===== src/sfr_pkg.sv =====
// sfr_pkg: shared constants and controller/datapath interface types for the
// streaming find-and-replace block. No dependencies.
`default_nettype none

package sfr_pkg;

   // Widths fixed by the field definitions
   localparam int BYTE_W     = 8;
   localparam int LEN_W      = 4;
   localparam int CFG_DATA_W = 64;
   localparam int CSR_IDX_W  = 2;

   // Default sizes for the top-level parameters
   localparam int MAX_PATTERN_DEF     = 8;
   localparam int MAX_REPLACEMENT_DEF = 8;

   // Configuration register indexes
   typedef logic [CSR_IDX_W-1:0] csr_idx_type;
   localparam csr_idx_type CSR_PATTERN_BYTES      = 2'd0;
   localparam csr_idx_type CSR_PATTERN_LENGTH     = 2'd1;
   localparam csr_idx_type CSR_REPLACEMENT_BYTES  = 2'd2;
   localparam csr_idx_type CSR_REPLACEMENT_LENGTH = 2'd3;

   // Commands from the controller to the datapath
   typedef struct packed {
      logic append;       // take the request byte into the window
      logic clear_count;  // full match: empty the window
      logic repl_start;   // rewind the replacement index
      logic emit_repl;    // load the next replacement byte into the output
      logic emit_drain;   // load the window front byte and shift the window
      logic emit_marker;  // load an end marker that carries no byte
   } sfr_cmd_type;

   // Status from the datapath to the controller
   typedef struct packed {
      logic matched;      // window equals the whole pattern
      logic rlen_zero;    // replacement is empty
      logic repl_last;    // current replacement byte is the last one
      logic drain_more;   // window front byte has to leave now
      logic next_more;    // another byte would leave after this one
      logic end_flag;     // request in work carries text_end
      logic slot_free;    // output register can take a result this cycle
      logic win_empty;    // window count is zero
   } sfr_status_type;

endpackage

`default_nettype wire


===== src/sfr_datapath.sv =====
// sfr_datapath: configuration registers, match window, prefix compare,
// replacement index and the output register. Depends on sfr_pkg.
`default_nettype none

module sfr_datapath #(
   parameter int MAX_PATTERN     = sfr_pkg::MAX_PATTERN_DEF,
   parameter int MAX_REPLACEMENT = sfr_pkg::MAX_REPLACEMENT_DEF
) (
   input  wire logic                          clock,
   input  wire logic                          reset,
   // configuration writes
   input  wire logic                          csr_valid,
   input  wire sfr_pkg::csr_idx_type          csr_index,
   input  wire logic [sfr_pkg::CFG_DATA_W-1:0] csr_data,
   // request payload
   input  wire logic [sfr_pkg::BYTE_W-1:0]    req_data_byte,
   input  wire logic                          req_text_end,
   // result channel
   output logic                               rsp_valid,
   input  wire logic                          rsp_ready,
   output logic [sfr_pkg::BYTE_W-1:0]         rsp_out_byte,
   output logic                               rsp_byte_valid,
   output logic                               rsp_run_last,
   output logic                               rsp_output_end,
   // controller link
   input  wire sfr_pkg::sfr_cmd_type          cmd,
   output sfr_pkg::sfr_status_type            status
);
   import sfr_pkg::*;

   localparam int CNT_W = $clog2(MAX_PATTERN + 1);
   localparam int RI_W  = (MAX_REPLACEMENT > 1) ? $clog2(MAX_REPLACEMENT) : 1;
   localparam logic [CNT_W-1:0] CNT_CAP  = CNT_W'(MAX_PATTERN - 1);
   localparam logic [CNT_W-1:0] CNT_MAX  = CNT_W'(MAX_PATTERN);
   localparam logic [LEN_W-1:0] PLEN_MAX = LEN_W'(MAX_PATTERN);
   localparam logic [LEN_W-1:0] RLEN_MAX = LEN_W'(MAX_REPLACEMENT);

   // configuration
   logic [CFG_DATA_W-1:0] pattern_bytes_ff;
   logic [LEN_W-1:0]      pattern_length_ff;
   logic [CFG_DATA_W-1:0] replacement_bytes_ff;
   logic [LEN_W-1:0]      replacement_length_ff;

   // window and control
   logic [BYTE_W-1:0] window_ff [MAX_PATTERN];
   logic [BYTE_W-1:0] window_in [MAX_PATTERN];
   logic [CNT_W-1:0]  window_count_ff, window_count_in;
   logic              end_ff, end_in;
   logic [RI_W-1:0]   repl_idx_ff, repl_idx_in;

   // output register
   logic              rsp_valid_ff, rsp_valid_in;
   logic [BYTE_W-1:0] rsp_out_byte_ff, rsp_out_byte_in;
   logic              rsp_byte_valid_ff, rsp_byte_valid_in;
   logic              rsp_run_last_ff, rsp_run_last_in;
   logic              rsp_output_end_ff, rsp_output_end_in;

   // derived values
   logic [LEN_W-1:0]       plen, rlen, count_len, count_m1_len;
   logic [CNT_W-1:0]       wr_pos;
   logic [MAX_PATTERN-1:0] eq, in_win, eq_sh, in_sh;
   logic                   prefix_ok, prefix_sh_ok;
   logic                   repl_last, next_more, slot_free;
   logic [BYTE_W-1:0]      repl_byte;

   // configuration register writes
   always_ff @(posedge clock) begin
      if (reset) begin
         pattern_bytes_ff      <= '0;
         pattern_length_ff     <= '0;
         replacement_bytes_ff  <= '0;
         replacement_length_ff <= '0;
      end else if (csr_valid) begin
         case (csr_index)
            CSR_PATTERN_BYTES:      pattern_bytes_ff      <= csr_data;
            CSR_PATTERN_LENGTH:     pattern_length_ff     <= csr_data[LEN_W-1:0];
            CSR_REPLACEMENT_BYTES:  replacement_bytes_ff  <= csr_data;
            CSR_REPLACEMENT_LENGTH: replacement_length_ff <= csr_data[LEN_W-1:0];
            default: ;
         endcase
      end
   end

   // saturated lengths
   assign plen = (pattern_length_ff > PLEN_MAX) ? PLEN_MAX : pattern_length_ff;
   assign rlen = (replacement_length_ff > RLEN_MAX) ? RLEN_MAX : replacement_length_ff;
   assign count_len    = LEN_W'(window_count_ff);
   assign count_m1_len = count_len - LEN_W'(1);

   // prefix compare on the window as it stands and on the window shifted by one
   always_comb begin
      eq_sh = '1;
      in_sh = '0;
      for (int i = 0; i < MAX_PATTERN; i++) begin
         eq[i]     = (window_ff[i] == pattern_bytes_ff[BYTE_W*i +: BYTE_W]);
         in_win[i] = (CNT_W'(i) < window_count_ff);
      end
      for (int i = 0; i < MAX_PATTERN - 1; i++) begin
         eq_sh[i] = (window_ff[i+1] == pattern_bytes_ff[BYTE_W*i +: BYTE_W]);
         in_sh[i] = (CNT_W'(i + 1) < window_count_ff);
      end
   end

   assign prefix_ok    = &(eq | ~in_win);
   assign prefix_sh_ok = &(eq_sh | ~in_sh);

   // byte after the current front leaves: more to drain?
   assign next_more = (count_len > LEN_W'(1)) &&
                      (end_ff || !((count_m1_len < plen) && prefix_sh_ok));
   assign repl_last = (LEN_W'(repl_idx_ff) == (rlen - LEN_W'(1)));
   assign repl_byte = replacement_bytes_ff[BYTE_W*repl_idx_ff +: BYTE_W];
   assign slot_free = !rsp_valid_ff || rsp_ready;

   always_comb begin
      status.matched    = (count_len == plen) && prefix_ok;
      status.rlen_zero  = (rlen == '0);
      status.repl_last  = repl_last;
      status.drain_more = (window_count_ff != '0) &&
                          (end_ff || !((count_len < plen) && prefix_ok));
      status.next_more  = next_more;
      status.end_flag   = end_ff;
      status.slot_free  = slot_free;
      status.win_empty  = (window_count_ff == '0);
   end

   // window append, front shift and count
   assign wr_pos = (window_count_ff > CNT_CAP) ? CNT_CAP : window_count_ff;

   always_comb begin
      window_in       = window_ff;
      window_count_in = window_count_ff;
      if (cmd.append) begin
         for (int i = 0; i < MAX_PATTERN; i++) begin
            if (CNT_W'(i) == wr_pos) begin
               window_in[i] = req_data_byte;
            end
         end
         window_count_in = wr_pos + CNT_W'(1);
      end else if (cmd.clear_count) begin
         window_count_in = '0;
      end else if (cmd.emit_drain) begin
         for (int i = 0; i < MAX_PATTERN - 1; i++) begin
            window_in[i] = window_ff[i+1];
         end
         window_count_in = window_count_ff - CNT_W'(1);
      end
   end

   // end flag and replacement index
   always_comb begin
      end_in      = cmd.append ? req_text_end : end_ff;
      repl_idx_in = repl_idx_ff;
      if (cmd.repl_start) begin
         repl_idx_in = '0;
      end else if (cmd.emit_repl) begin
         repl_idx_in = repl_idx_ff + RI_W'(1);
      end
   end

   // output register load
   always_comb begin
      rsp_valid_in      = rsp_valid_ff && !rsp_ready;
      rsp_out_byte_in   = rsp_out_byte_ff;
      rsp_byte_valid_in = rsp_byte_valid_ff;
      rsp_run_last_in   = rsp_run_last_ff;
      rsp_output_end_in = rsp_output_end_ff;
      if (cmd.emit_repl) begin
         rsp_valid_in      = 1'b1;
         rsp_out_byte_in   = repl_byte;
         rsp_byte_valid_in = 1'b1;
         rsp_run_last_in   = repl_last;
         rsp_output_end_in = end_ff && repl_last;
      end else if (cmd.emit_drain) begin
         rsp_valid_in      = 1'b1;
         rsp_out_byte_in   = window_ff[0];
         rsp_byte_valid_in = 1'b1;
         rsp_run_last_in   = !next_more;
         rsp_output_end_in = end_ff && !next_more;
      end else if (cmd.emit_marker) begin
         rsp_valid_in      = 1'b1;
         rsp_out_byte_in   = '0;
         rsp_byte_valid_in = 1'b0;
         rsp_run_last_in   = 1'b1;
         rsp_output_end_in = 1'b1;
      end
   end

   // control registers
   always_ff @(posedge clock) begin
      if (reset) begin
         window_count_ff <= '0;
         end_ff          <= 1'b0;
         repl_idx_ff     <= '0;
         rsp_valid_ff    <= 1'b0;
      end else begin
         window_count_ff <= window_count_in;
         end_ff          <= end_in;
         repl_idx_ff     <= repl_idx_in;
         rsp_valid_ff    <= rsp_valid_in;
      end
   end

   // payload registers
   always_ff @(posedge clock) begin
      window_ff         <= window_in;
      rsp_out_byte_ff   <= rsp_out_byte_in;
      rsp_byte_valid_ff <= rsp_byte_valid_in;
      rsp_run_last_ff   <= rsp_run_last_in;
      rsp_output_end_ff <= rsp_output_end_in;
   end

   assign rsp_valid      = rsp_valid_ff;
   assign rsp_out_byte   = rsp_out_byte_ff;
   assign rsp_byte_valid = rsp_byte_valid_ff;
   assign rsp_run_last   = rsp_run_last_ff;
   assign rsp_output_end = rsp_output_end_ff;

   // at most one result source per cycle
   a_one_emit : assert property (@(posedge clock) disable iff (reset)
      $onehot0({cmd.emit_repl, cmd.emit_drain, cmd.emit_marker}))
      else $error("more than one result source in one cycle");

   // never overwrite a result the receiver has not taken
   a_emit_slot : assert property (@(posedge clock) disable iff (reset)
      (cmd.emit_repl || cmd.emit_drain || cmd.emit_marker) |-> slot_free)
      else $error("result loaded into a full output register");

   // window never holds more bytes than it has entries
   a_count_bound : assert property (@(posedge clock) disable iff (reset)
      window_count_ff <= CNT_MAX)
      else $error("window count beyond window depth");

endmodule

`default_nettype wire


===== src/sfr_ctrl.sv =====
// sfr_ctrl: request sequencer for the find-and-replace block. Steps one
// request through check, replace, drain and end-marker phases. Depends on sfr_pkg.
`default_nettype none

module sfr_ctrl (
   input  wire logic                    clock,
   input  wire logic                    reset,
   input  wire logic                    req_valid,
   output logic                         req_ready,
   input  wire sfr_pkg::sfr_status_type status,
   output sfr_pkg::sfr_cmd_type         cmd
);
   import sfr_pkg::*;

   typedef enum logic [2:0] {
      ST_IDLE,
      ST_CHECK,
      ST_REPLACE,
      ST_DRAIN,
      ST_MARKER
   } state_type;

   state_type state_ff, state_in;
   logic      emitted_ff, emitted_in;

   assign req_ready = (state_ff == ST_IDLE);

   // next state and commands
   always_comb begin
      state_in   = state_ff;
      emitted_in = emitted_ff;
      cmd        = '0;
      case (state_ff)
         ST_IDLE: begin
            if (req_valid) begin
               cmd.append = 1'b1;
               emitted_in = 1'b0;
               state_in   = ST_CHECK;
            end
         end
         ST_CHECK: begin
            if (status.matched) begin
               cmd.clear_count = 1'b1;
               cmd.repl_start  = 1'b1;
               if (!status.rlen_zero) begin
                  state_in = ST_REPLACE;
               end else if (status.end_flag) begin
                  state_in = ST_MARKER;
               end else begin
                  state_in = ST_IDLE;
               end
            end else begin
               state_in = ST_DRAIN;
            end
         end
         ST_REPLACE: begin
            if (status.slot_free) begin
               cmd.emit_repl = 1'b1;
               emitted_in    = 1'b1;
               if (status.repl_last) begin
                  state_in = ST_IDLE;
               end
            end
         end
         ST_DRAIN: begin
            if (status.drain_more) begin
               if (status.slot_free) begin
                  cmd.emit_drain = 1'b1;
                  emitted_in     = 1'b1;
                  if (!status.next_more) begin
                     state_in = ST_IDLE;
                  end
               end
            end else if (status.end_flag && !emitted_ff) begin
               state_in = ST_MARKER;
            end else begin
               state_in = ST_IDLE;
            end
         end
         ST_MARKER: begin
            if (status.slot_free) begin
               cmd.emit_marker = 1'b1;
               emitted_in      = 1'b1;
               state_in        = ST_IDLE;
            end
         end
         default: begin
            state_in = ST_IDLE;
         end
      endcase
   end

   // state register
   always_ff @(posedge clock) begin
      if (reset) begin
         state_ff   <= ST_IDLE;
         emitted_ff <= 1'b0;
      end else begin
         state_ff   <= state_in;
         emitted_ff <= emitted_in;
      end
   end

   // a finished end-of-text request leaves the window empty
   a_end_flushed : assert property (@(posedge clock) disable iff (reset)
      (state_ff != ST_IDLE && state_in == ST_IDLE && status.end_flag) |=> status.win_empty)
      else $error("window not empty after end of text");

   // the end marker only stands in for a request that gave no byte
   a_marker_alone : assert property (@(posedge clock) disable iff (reset)
      cmd.emit_marker |-> !emitted_ff)
      else $error("end marker after a byte of the same request");

   // no result is produced while a new request may be taken
   a_idle_quiet : assert property (@(posedge clock) disable iff (reset)
      req_ready |-> !(cmd.emit_repl || cmd.emit_drain || cmd.emit_marker))
      else $error("result produced while waiting for a request");

endmodule

`default_nettype wire


===== src/stream_find_replace_core.sv =====
// stream_find_replace_core: top level of the streaming find-and-replace block.
// Joins sfr_ctrl and sfr_datapath. Depends on sfr_pkg.
//
// Usage:
//   req_*  : one text byte per request, req_text_end on the final byte.
//   rsp_*  : rewritten text, one byte per result; rsp_run_last marks the
//            last result of a request, rsp_output_end the last of the text.
//            A result with rsp_byte_valid low is an end marker with no byte.
//   csr_*  : register writes (0 pattern bytes, 1 pattern length,
//            2 replacement bytes, 3 replacement length); always ready,
//            write only while no request is in work.
// Timing: one request is in work at a time. An accepted request passes
//   from idle through the check state and then, as needed, the replace,
//   drain or end-marker state back to idle; a match with an empty
//   replacement goes from check straight back to idle (or to the
//   end-marker state at end of text). Each result is loaded into the
//   output register, which drives rsp_*. The sequencer loads the output
//   register at most once per cycle, only while it is free; that sets the rate.
// Reset empties the window, clears the configuration and the output register's valid flag.
// A stalled receiver holds the result in the output register and the
// sequencer waits; no result is dropped.
`default_nettype none

module stream_find_replace_core #(
   parameter int MAX_PATTERN     = sfr_pkg::MAX_PATTERN_DEF,
   parameter int MAX_REPLACEMENT = sfr_pkg::MAX_REPLACEMENT_DEF
) (
   input  wire logic                           clock,
   input  wire logic                           reset,
   // configuration
   input  wire logic                           csr_valid,
   output logic                                csr_ready,
   input  wire sfr_pkg::csr_idx_type           csr_index,
   input  wire logic [sfr_pkg::CFG_DATA_W-1:0] csr_data,
   // requests
   input  wire logic                           req_valid,
   output logic                                req_ready,
   input  wire logic [sfr_pkg::BYTE_W-1:0]     req_data_byte,
   input  wire logic                           req_text_end,
   // results
   output logic                                rsp_valid,
   input  wire logic                           rsp_ready,
   output logic [sfr_pkg::BYTE_W-1:0]          rsp_out_byte,
   output logic                                rsp_byte_valid,
   output logic                                rsp_run_last,
   output logic                                rsp_output_end
);
   import sfr_pkg::*;

   sfr_cmd_type    cmd;
   sfr_status_type status;

   // register writes are always accepted
   assign csr_ready = 1'b1;

   sfr_ctrl u_ctrl (
      .clock     (clock),
      .reset     (reset),
      .req_valid (req_valid),
      .req_ready (req_ready),
      .status    (status),
      .cmd       (cmd)
   );

   sfr_datapath #(
      .MAX_PATTERN     (MAX_PATTERN),
      .MAX_REPLACEMENT (MAX_REPLACEMENT)
   ) u_datapath (
      .clock          (clock),
      .reset          (reset),
      .csr_valid      (csr_valid),
      .csr_index      (csr_index),
      .csr_data       (csr_data),
      .req_data_byte  (req_data_byte),
      .req_text_end   (req_text_end),
      .rsp_valid      (rsp_valid),
      .rsp_ready      (rsp_ready),
      .rsp_out_byte   (rsp_out_byte),
      .rsp_byte_valid (rsp_byte_valid),
      .rsp_run_last   (rsp_run_last),
      .rsp_output_end (rsp_output_end),
      .cmd            (cmd),
      .status         (status)
   );

endmodule

`default_nettype wire


===== config.mk =====
export PLATFORM = sky130hd
export DESIGN_NAME = stream_find_replace_core
export DESIGN_NICKNAME = d
export VERILOG_FILES = /design/src/sfr_pkg.sv /design/src/sfr_datapath.sv /design/src/sfr_ctrl.sv /design/src/stream_find_replace_core.sv
export SDC_FILE = /design/constraint.sdc
export NUM_CORES = 1
export LEC_CHECK = 0
export ABC_AREA = 1
export BUFFER_PORTS_ARGS = -buffer_cell sky130_fd_sc_hd__buf_2
export CORE_MARGIN = 4
export CORE_UTILIZATION = 40
export CTS_CLUSTER_SIZE = 14
export DETAILED_ROUTE_END_ITERATION = 7
export MAX_ROUTING_LAYER = met4
export SYNTH_ARGS = -nofsm -noshare
export SYNTH_HDL_FRONTEND = slang
export SYNTH_SLANG_ARGS = --single-unit

===== constraint.sdc =====
create_clock -name clock -period 4.63 [get_ports clock]
set_input_delay 0 -clock clock [delete_from_list [all_inputs] [get_ports clock]]
set_output_delay 0 -clock clock [all_outputs]
set_load 0.02 [all_outputs]

== After elaboration in Yosys (flattened, before gate mapping) ==
Index checks and enable logic that the tools add are counted.

* Shifts and indexed selects: 1
* $add $sub $neg: 4
* $lt $le $gt $ge: 14
* Bitwise gates (word level): 4
* Muxes and demuxes: 52
* Reductions and logical operators: 46
* Equal/unequal tests: 46

{| class="wikitable"
|+ Operator list
! cell !! number
|-
| 2-to-1 mux 56 bit || 3
|-
| equality test 8 bit || 15
|-
| 2-to-1 mux 8 bit || 10
|-
| indexed part select 64 x 7 -> 8 bit || 1
|-
| 2-to-1 mux 3 bit || 11
|-
| 2-to-1 mux 4 bit || 6
|-
| AND reduction 3 bit || 8
|-
| 2-to-1 mux 1 bit || 18
|-
| != test 2 bit (second input constant) || 9
|-
| equality test 3 x 4 -> 1 bit (first input constant) || 4
|-
| less-than comparator 3 x 4 -> 1 bit (first input constant) || 4
|-
| bitwise OR 8 bit || 2
|-
| AND reduction 8 bit || 2
|-
| one-hot mux 3 bit (5 select lines) || 1
|-
| AND reduction 2 bit || 5
|-
| logical AND 1 bit || 9
|-
| nonzero test 3 bit || 3
|-
| equality test 2 x 4 -> 1 bit (first input constant) || 2
|-
| > comparator 4 bit (second input constant) || 2
|-
| zero test 4 bit || 2
|-
| less-than comparator 1 x 4 -> 1 bit (first input constant) || 2
|-
| less-than comparator 2 x 4 -> 1 bit (first input constant) || 2
|-
| less-than comparator 4 bit || 2
|-
| != test 2 x 1 -> 1 bit (second input constant) || 4
|-
| 27 further kinds || 40
|}

* Register bits: 224
* Bits of input ports: 80
* Output and inout port bits: 14
* Word-level logic and storage cells: 189

== Depth between registers and ports, before layout ==
* Depth after elaboration: 13
* Gate-level depth with buffers: 21
* Depth with buffers taken out: 21

== Hierarchy ==
From an unflattened synthesis, not the netlist that was laid out.

* Cells, all modules: 1428
* Area total of the unflattened synthesis: 11155.7 um2

{| class="wikitable"
|+ Modules (own cells, without submodules)
! module !! times used !! seq. area each (um2) !! cells an instance !! area each (um2)
|-
| sfr_datapath || 1 || 5144.9 || 1367 || 10774.1
|-
| sfr_ctrl || 1 || 80.1 || 59 || 370.4
|-
| stream_find_replace_core || 1 || 0.0 || 2 || 11.3
|}

== Least setup slack after synthesis ==
OpenSTA, ideal clock, no wires.

* Path type: reg2reg
* Start point: register u_datapath.window_count_ff[0] (netlist: u_datapath.count_len[0])
* End point: register u_datapath.window_ff[10] in the netlist's numbering (enable)
* Required time: 4.255 ns
* Buffers on the path: 1
* Stages on the path, launching flop included: 11
* Path slack: 2.281 ns
* Data arrival time: 1.974 ns
* Clock period less this slack: 2.349 ns
* Library setup time: 0.375 ns
* Cells stage by stage: dfxtp_1 inv_1 ha_1 o21ai_2 nand2_1 nand2_1 nor2_2 nand3_2 nand4_4 buf_6 a21oi_1

* Longest elaborated chain between the ends: 12
* Elaborated cells between the ends (all ways): 30
* Classes of those cells: 10 x order compare; 4 x eq/ne; 5 x mux; 2 x bitwise; 9 x reduce/logical

{| class="wikitable"
|+ RTL lines
! element !! line !! text
|-
| from (decl) || sfr_datapath.sv:47 || <nowiki>logic [CNT_W-1:0] window_count_ff, window_count_in;</nowiki>
|-
| from (signal assigned) || sfr_datapath.sv:196 || <nowiki>window_count_ff <= window_count_in;</nowiki>
|-
| less-than comparator 1 x 4 -> 1 bit, or another cell as far along || sfr_datapath.sv:96 || <nowiki>in_win[i] = (CNT_W'(i) < window_count_ff);</nowiki>
|-
| inverter 8 bit || sfr_datapath.sv:104 || <nowiki>assign prefix_ok = &(eq | ~in_win);</nowiki>
|-
| bitwise OR 8 bit || sfr_datapath.sv:104 ||
|-
| AND reduction 8 bit || sfr_datapath.sv:104 ||
|-
| logical AND 1 bit || sfr_datapath.sv:119 || <nowiki>(end_ff || !((count_len < plen) && prefix_ok));</nowiki>
|-
| zero test 1 bit || sfr_datapath.sv:119 ||
|-
| logical OR 1 bit || sfr_datapath.sv:119 ||
|-
| logical AND 1 bit || sfr_datapath.sv:118 || <nowiki>status.drain_more = (window_count_ff != '0) &&</nowiki>
|-
| 2-to-1 mux 1 bit || sfr_ctrl.sv:66 || <nowiki>if (status.drain_more) begin</nowiki>
|-
| 2-to-1 mux 1 bit || sfr_ctrl.sv:33 || <nowiki>case (state_ff)</nowiki>
|-
| nonzero test 2 bit (no source line) || -- ||
|-
| AND reduction 3 bit (no source line) * || -- ||
|-
| to (signal assigned) || sfr_datapath.sv:205 || <nowiki>window_ff <= window_in;</nowiki>
|-
| to (decl) || sfr_datapath.sv:45 || <nowiki>logic [BYTE_W-1:0] window_ff [MAX_PATTERN];</nowiki>
|}

Mark *: on every way between the ends. The rest lies on a longest branch, timed or not.
A chain may end at the register's enable or synchronous reset.

== Worst setup path after layout ==
* Start point: register u_ctrl.state_ff[0]
* End point: register u_datapath.window_ff[29] in the netlist's numbering (enable)

* Longest elaborated chain between the ends: 4
* Elaborated cells between the ends (all ways): 10
* Classes of those cells: 4 x eq/ne; 3 x mux; 3 x reduce/logical

{| class="wikitable"
|+ RTL lines
! element !! line !! text
|-
| from (decl) || sfr_ctrl.sv:23 || <nowiki>state_type state_ff, state_in;</nowiki>
|-
| from (signal assigned) || sfr_ctrl.sv:99 || <nowiki>state_ff <= state_in;</nowiki>
|-
| equality test 3 x 1 -> 1 bit, or another cell as far along || sfr_ctrl.sv:33 ||
|-
| 2-to-1 mux 2 bit / 2-to-1 mux 1 bit (equally long branches) || sfr_ctrl.sv:33 ||
|-
| != test 2 x 1 -> 1 bit (no source line), or another cell as far along || -- ||
|-
| AND reduction 3 bit (no source line) * || -- ||
|}

Marks and branches as above.

==> Flow_metrics.wiki <==
{| class="wikitable"
! Metric !! Value
|-
| Arrival time at the worst endpoint || 3.25 ns
|-
| Antenna diodes || 0
|-
| Data required time at the worst endpoint || 4.78 ns
|-
| WHS || 0.0258 ns
|-
| Total global routing track utilization || 22.7%
|-
| Die Y-Extent || 174 µm
|-
| Maximum number of pins on one net before global-route repair || 82
|-
| Total Die Area || 30200 µm²
|-
| Cell with the largest stage delay on the worst path || sky130_fd_sc_hd__a21oi_1
|-
| Min-delay src || req_valid
|-
| Iteration count of the initial detailed-routing pass || 5
|-
| Filler Cell Count || 2625
|-
| Die width || 174 µm
|-
| Detailed-route wire length || 34300 µm
|-
| Family with the most delay on the worst path || compound AO/OA/AOI/OAI gates
|-
| Min Clock Period, post-route || 3.11 ns
|-
| Most common cell after layout, fill and taps aside || sky130_fd_sc_hd__nor2_1
|-
| Starting DRC count in detailed routing || 784
|-
| Crit-path cells || nor2_1, inv_1, nor2_2, inv_1, nor2_4, inv_2, a21oi_1
|-
| Most frequent cell on the critical path || sky130_fd_sc_hd__inv_1
|-
| Fraction of final layout cells with drive strength greater than 1 || 10.5%
|-
| Cells after Synth || 1425
|-
| Fraction of registers with async set or reset after synthesis || 0%
|-
| Setup clock skew after layout || 0.0109 ns
|-
| Design internal power || 4.55 mW
|-
| Per-cell via count in the routed design || 5.17
|-
| Crit path kind || reg2reg
|-
| Worst-path fanout max || 57
|-
| Clock tree from TritonCTS || yes
|-
| Kind of end point of the critical path || flop
|-
| Total Negative Setup Slacks || 0 ns
|-
| Count of buffers from port buffering || 92
|-
| Routed len/inst || 17.9 µm
|-
| Floorplan core area || 27000 µm²
|-
| Worst setup path startpoint || u_ctrl.state_ff[0]
|-
| Switching power || 2.52 mW
|-
| Worst R2R Start || u_ctrl.state_ff[0]
|-
| Clock power share || 28.9%
|-
| Via count of the first global-routing pass || 9451
|-
| Number of nets in the finished design || 1661
|-
| Number of distinct library cells after synthesis || 41
|-
| Cts hold-fix bufs || 78
|-
| Fin. max-slew vios || 0
|-
| Worst relative slew slack || 35.8%
|-
| Register share of total power || 40.5%
|-
| Fraction of the cycle the final worst path needs || 67.1%
|-
| Standard-cell row count || 60
|-
| Combinational Power Share || 30.6%
|-
| Most used DFF post-synth || sky130_fd_sc_hd__dfxtp_1
|-
| Largest vdd supply drop || 254 µV
|-
| Synthesized area per cell || 7.72 µm²
|-
| Count of pins on the block boundary || 94
|-
| Most frequent cells in the layout || 345 x sky130_fd_sc_hd__nor2_1, 262 x sky130_fd_sc_hd__nand2_1, 191 x sky130_fd_sc_hd__o21ai_0
|-
| Netlist area before placement || 11000 µm²
|-
| Max Clock Freq || 322 MHz
|-
| DRC errors left || 0
|-
| CTS sink cnt || 224
|-
| Share of the yosys chip area belonging to registers || 47.5%
|-
| Antenna-violating nets left || 0
|-
| Residual overflow from global routing || 0
|-
| Hold Path Class || in2reg
|-
| Mapped Nets || 1523
|-
| Number of buffers created by CTS || 24
|-
| Dpl hpwl || 24500 µm
|-
| Routed vias || 9943
|-
| Final count of negative-setup-slack endpoints || 0
|-
| CTS resizes || 0
|-
| Wire length of the first global-routing pass || 53200 µm
|-
| Slew at the pin closest to its max-slew limit || 0.962 ns
|-
| Total setup buffers inserted after CTS || 0
|-
| Unrepaired setup endpoints after global routing || no
|-
| Synth-to-layout area growth || 21.0%
|-
| Antenna violations before repair || 0
|-
| Number of synthesized register bits || 224
|-
| Clock network latency to the later pin of the worst-skew pair || 0.52 ns
|-
| PD cells || 531 nW/µm²
|-
| Number of violations of the max-capacitance limit || 0
|-
| Storage element area || 5230 µm²
|-
| Worst R2R Setup Slack || 1.52 ns
|-
| Total of warnings raised by yosys || 0
|-
| Max Root-Sink Buffers || 3
|-
| Result of the run || complete, no violations
|-
| Share of total power consumed by net switching || 35.7%
|-
| Biggest cell delay along the critical path || 0.82 ns
|-
| Area taken by multi-input logic gates || 5190 µm²
|-
| Total number of H-tree levels || 1
|-
| Clock-pin slew reported for the worst setup and hold paths after clock tree synthesis || 0.06 ns
|-
| Buffers plus inverters on the worst setup path || 3
|-
| Post-synth EDFFs || 74
|-
| Final Hold Fails || 0
|-
| Critical path startpoint category || flop
|-
| Cell at the root of the clock tree || sky130_fd_sc_hd__clkbuf_16
|-
| Starting density of the core || 40.7%
|-
| Routability congestion estimate from global placement || 0.922
|-
| LEAKAGE || 5.67 nW
|}
-- Yosys cell counts, types with 3 or more instances --
cell type                    n  area, µm²
sky130_fd_sc_hd__nand3_1    16       80.1
sky130_fd_sc_hd__o21ai_1     3       15.0
sky130_fd_sc_hd__o22ai_1     3       18.8
sky130_fd_sc_hd__o21ai_0   191        956
sky130_fd_sc_hd__ha_1       18        225
sky130_fd_sc_hd__nor2_1    346       1300
sky130_fd_sc_hd__o32ai_1    16        140
sky130_fd_sc_hd__xor2_1      9       78.8
sky130_fd_sc_hd__nand2_1   262        983
sky130_fd_sc_hd__a21oi_1    46        230
sky130_fd_sc_hd__nor3_1      9       45.0
sky130_fd_sc_hd__inv_1      81        304
sky130_fd_sc_hd__or2_2       4       25.0
sky130_fd_sc_hd__buf_6       3       33.8
sky130_fd_sc_hd__nor2_2      5       31.3
sky130_fd_sc_hd__dfxtp_1   150       3000
sky130_fd_sc_hd__inv_2       4       15.0
sky130_fd_sc_hd__xnor2_1    90        788
sky130_fd_sc_hd__clkbuf_1   58        218
sky130_fd_sc_hd__edfxtp_1   74       2220
sky130_fd_sc_hd__nand4_1     8       50.1
sky130_fd_sc_hd__o21ai_2     3       26.3
sky130_fd_sc_hd__buf_2       3       15.0
-- layer usage --
metal / global-route usage (%) / vias to the layer above / part of all wire (%)
met5: - / - / 0
met4: 5.94 / 0 / 2.5
met3: 3.27 / 53 / 6.3
met2: 36.3 / 358 / 47
met1: 30.4 / 4631 / 44
li1: - / 4901 / -
-- final timing paths --
path | to | cells after the start
worst max-delay path | u_datapath.window_ff[29] | 7
worst min-delay path | u_ctrl.emitted_ff | 5
worst min register to register | u_ctrl.emitted_ff | 2
worst max register to register | u_datapath.window_ff[29] | 7
-- metrics by stage --
stage | power (mW) | instances | cell area, µm² | worst slack, ns | utilization [%]
2_1_floorplan | 4.34 | 1425 | 11000 | 2.28 | -
3_3_place_gp | 4.98 | 1800 | 11700 | 1.65 | 43.3
3_5_place_dp | 5.01 | 1800 | 11700 | 1.59 | 43.3
4_1_cts | 7.10 | 1922 | 13300 | 1.56 | 49.3
5_1_grt | 7.49 | 1922 | 13300 | 1.30 | 49.3
6_report | 7.07 | 1922 | 13300 | 1.52 | 49.3
-- power groups by stage --
stage,combinational [mW],clock [mW],sequential [mW]
global route,2.44,2.15,2.90
detailed placement,2.10,0,2.90
floorplan,1.55,0,2.79
CTS,2.16,2.08,2.86
global placement,2.07,0,2.90
finish,2.16,2.04,2.87
-- logic make-up after synthesis --
family | count (synthesis) | share of synthesized area, %
adders and majority gates | 18 | 2.05
other | 1 | 0.0341
xor gates and xnor gates | 99 | 7.88
buffers and inverters | 153 | 5.49
DFF | 224 | 47.5
AOI/OAI and AO/OA | 269 | 13.1
and+or+nand+nor | 661 | 24.0
-- worst reg2reg max path, cell delays in order (launching register included) --
cell and delay [ns]:
sky130_fd_sc_hd__dfxtp_1 0.32, sky130_fd_sc_hd__nor2_1 0.11, sky130_fd_sc_hd__inv_1 0.08, sky130_fd_sc_hd__nor2_2 0.11, sky130_fd_sc_hd__inv_1 0.09, sky130_fd_sc_hd__nor2_4 0.58
sky130_fd_sc_hd__inv_2 0.59, sky130_fd_sc_hd__a21oi_1 0.84
-- final cells by class --
cell class	instances	area share, %
clock inverters	11	1.18
inverters	87	2.46
repair buffers	178	9.86
flip-flops and latches	224	39.2
well taps	341	3.20
clock buffers	33	5.09
multi-input cells	1048	39.0
-- state kept, by name, summed over array words and instances, names as in the netlist, 3 cells and up --
name	flops
u_datapath.pattern_bytes_ff	64
u_datapath.replacement_bytes_ff	64
u_datapath.count_len	4
u_datapath.rsp_out_byte	8
u_datapath.window_ff	64
u_ctrl.state_ff	3
u_datapath.repl_idx_ff	3
u_datapath.replacement_length_ff	4
u_datapath.pattern_length_ff	4
No activity file was read; power rests on OpenSTA's default activity.
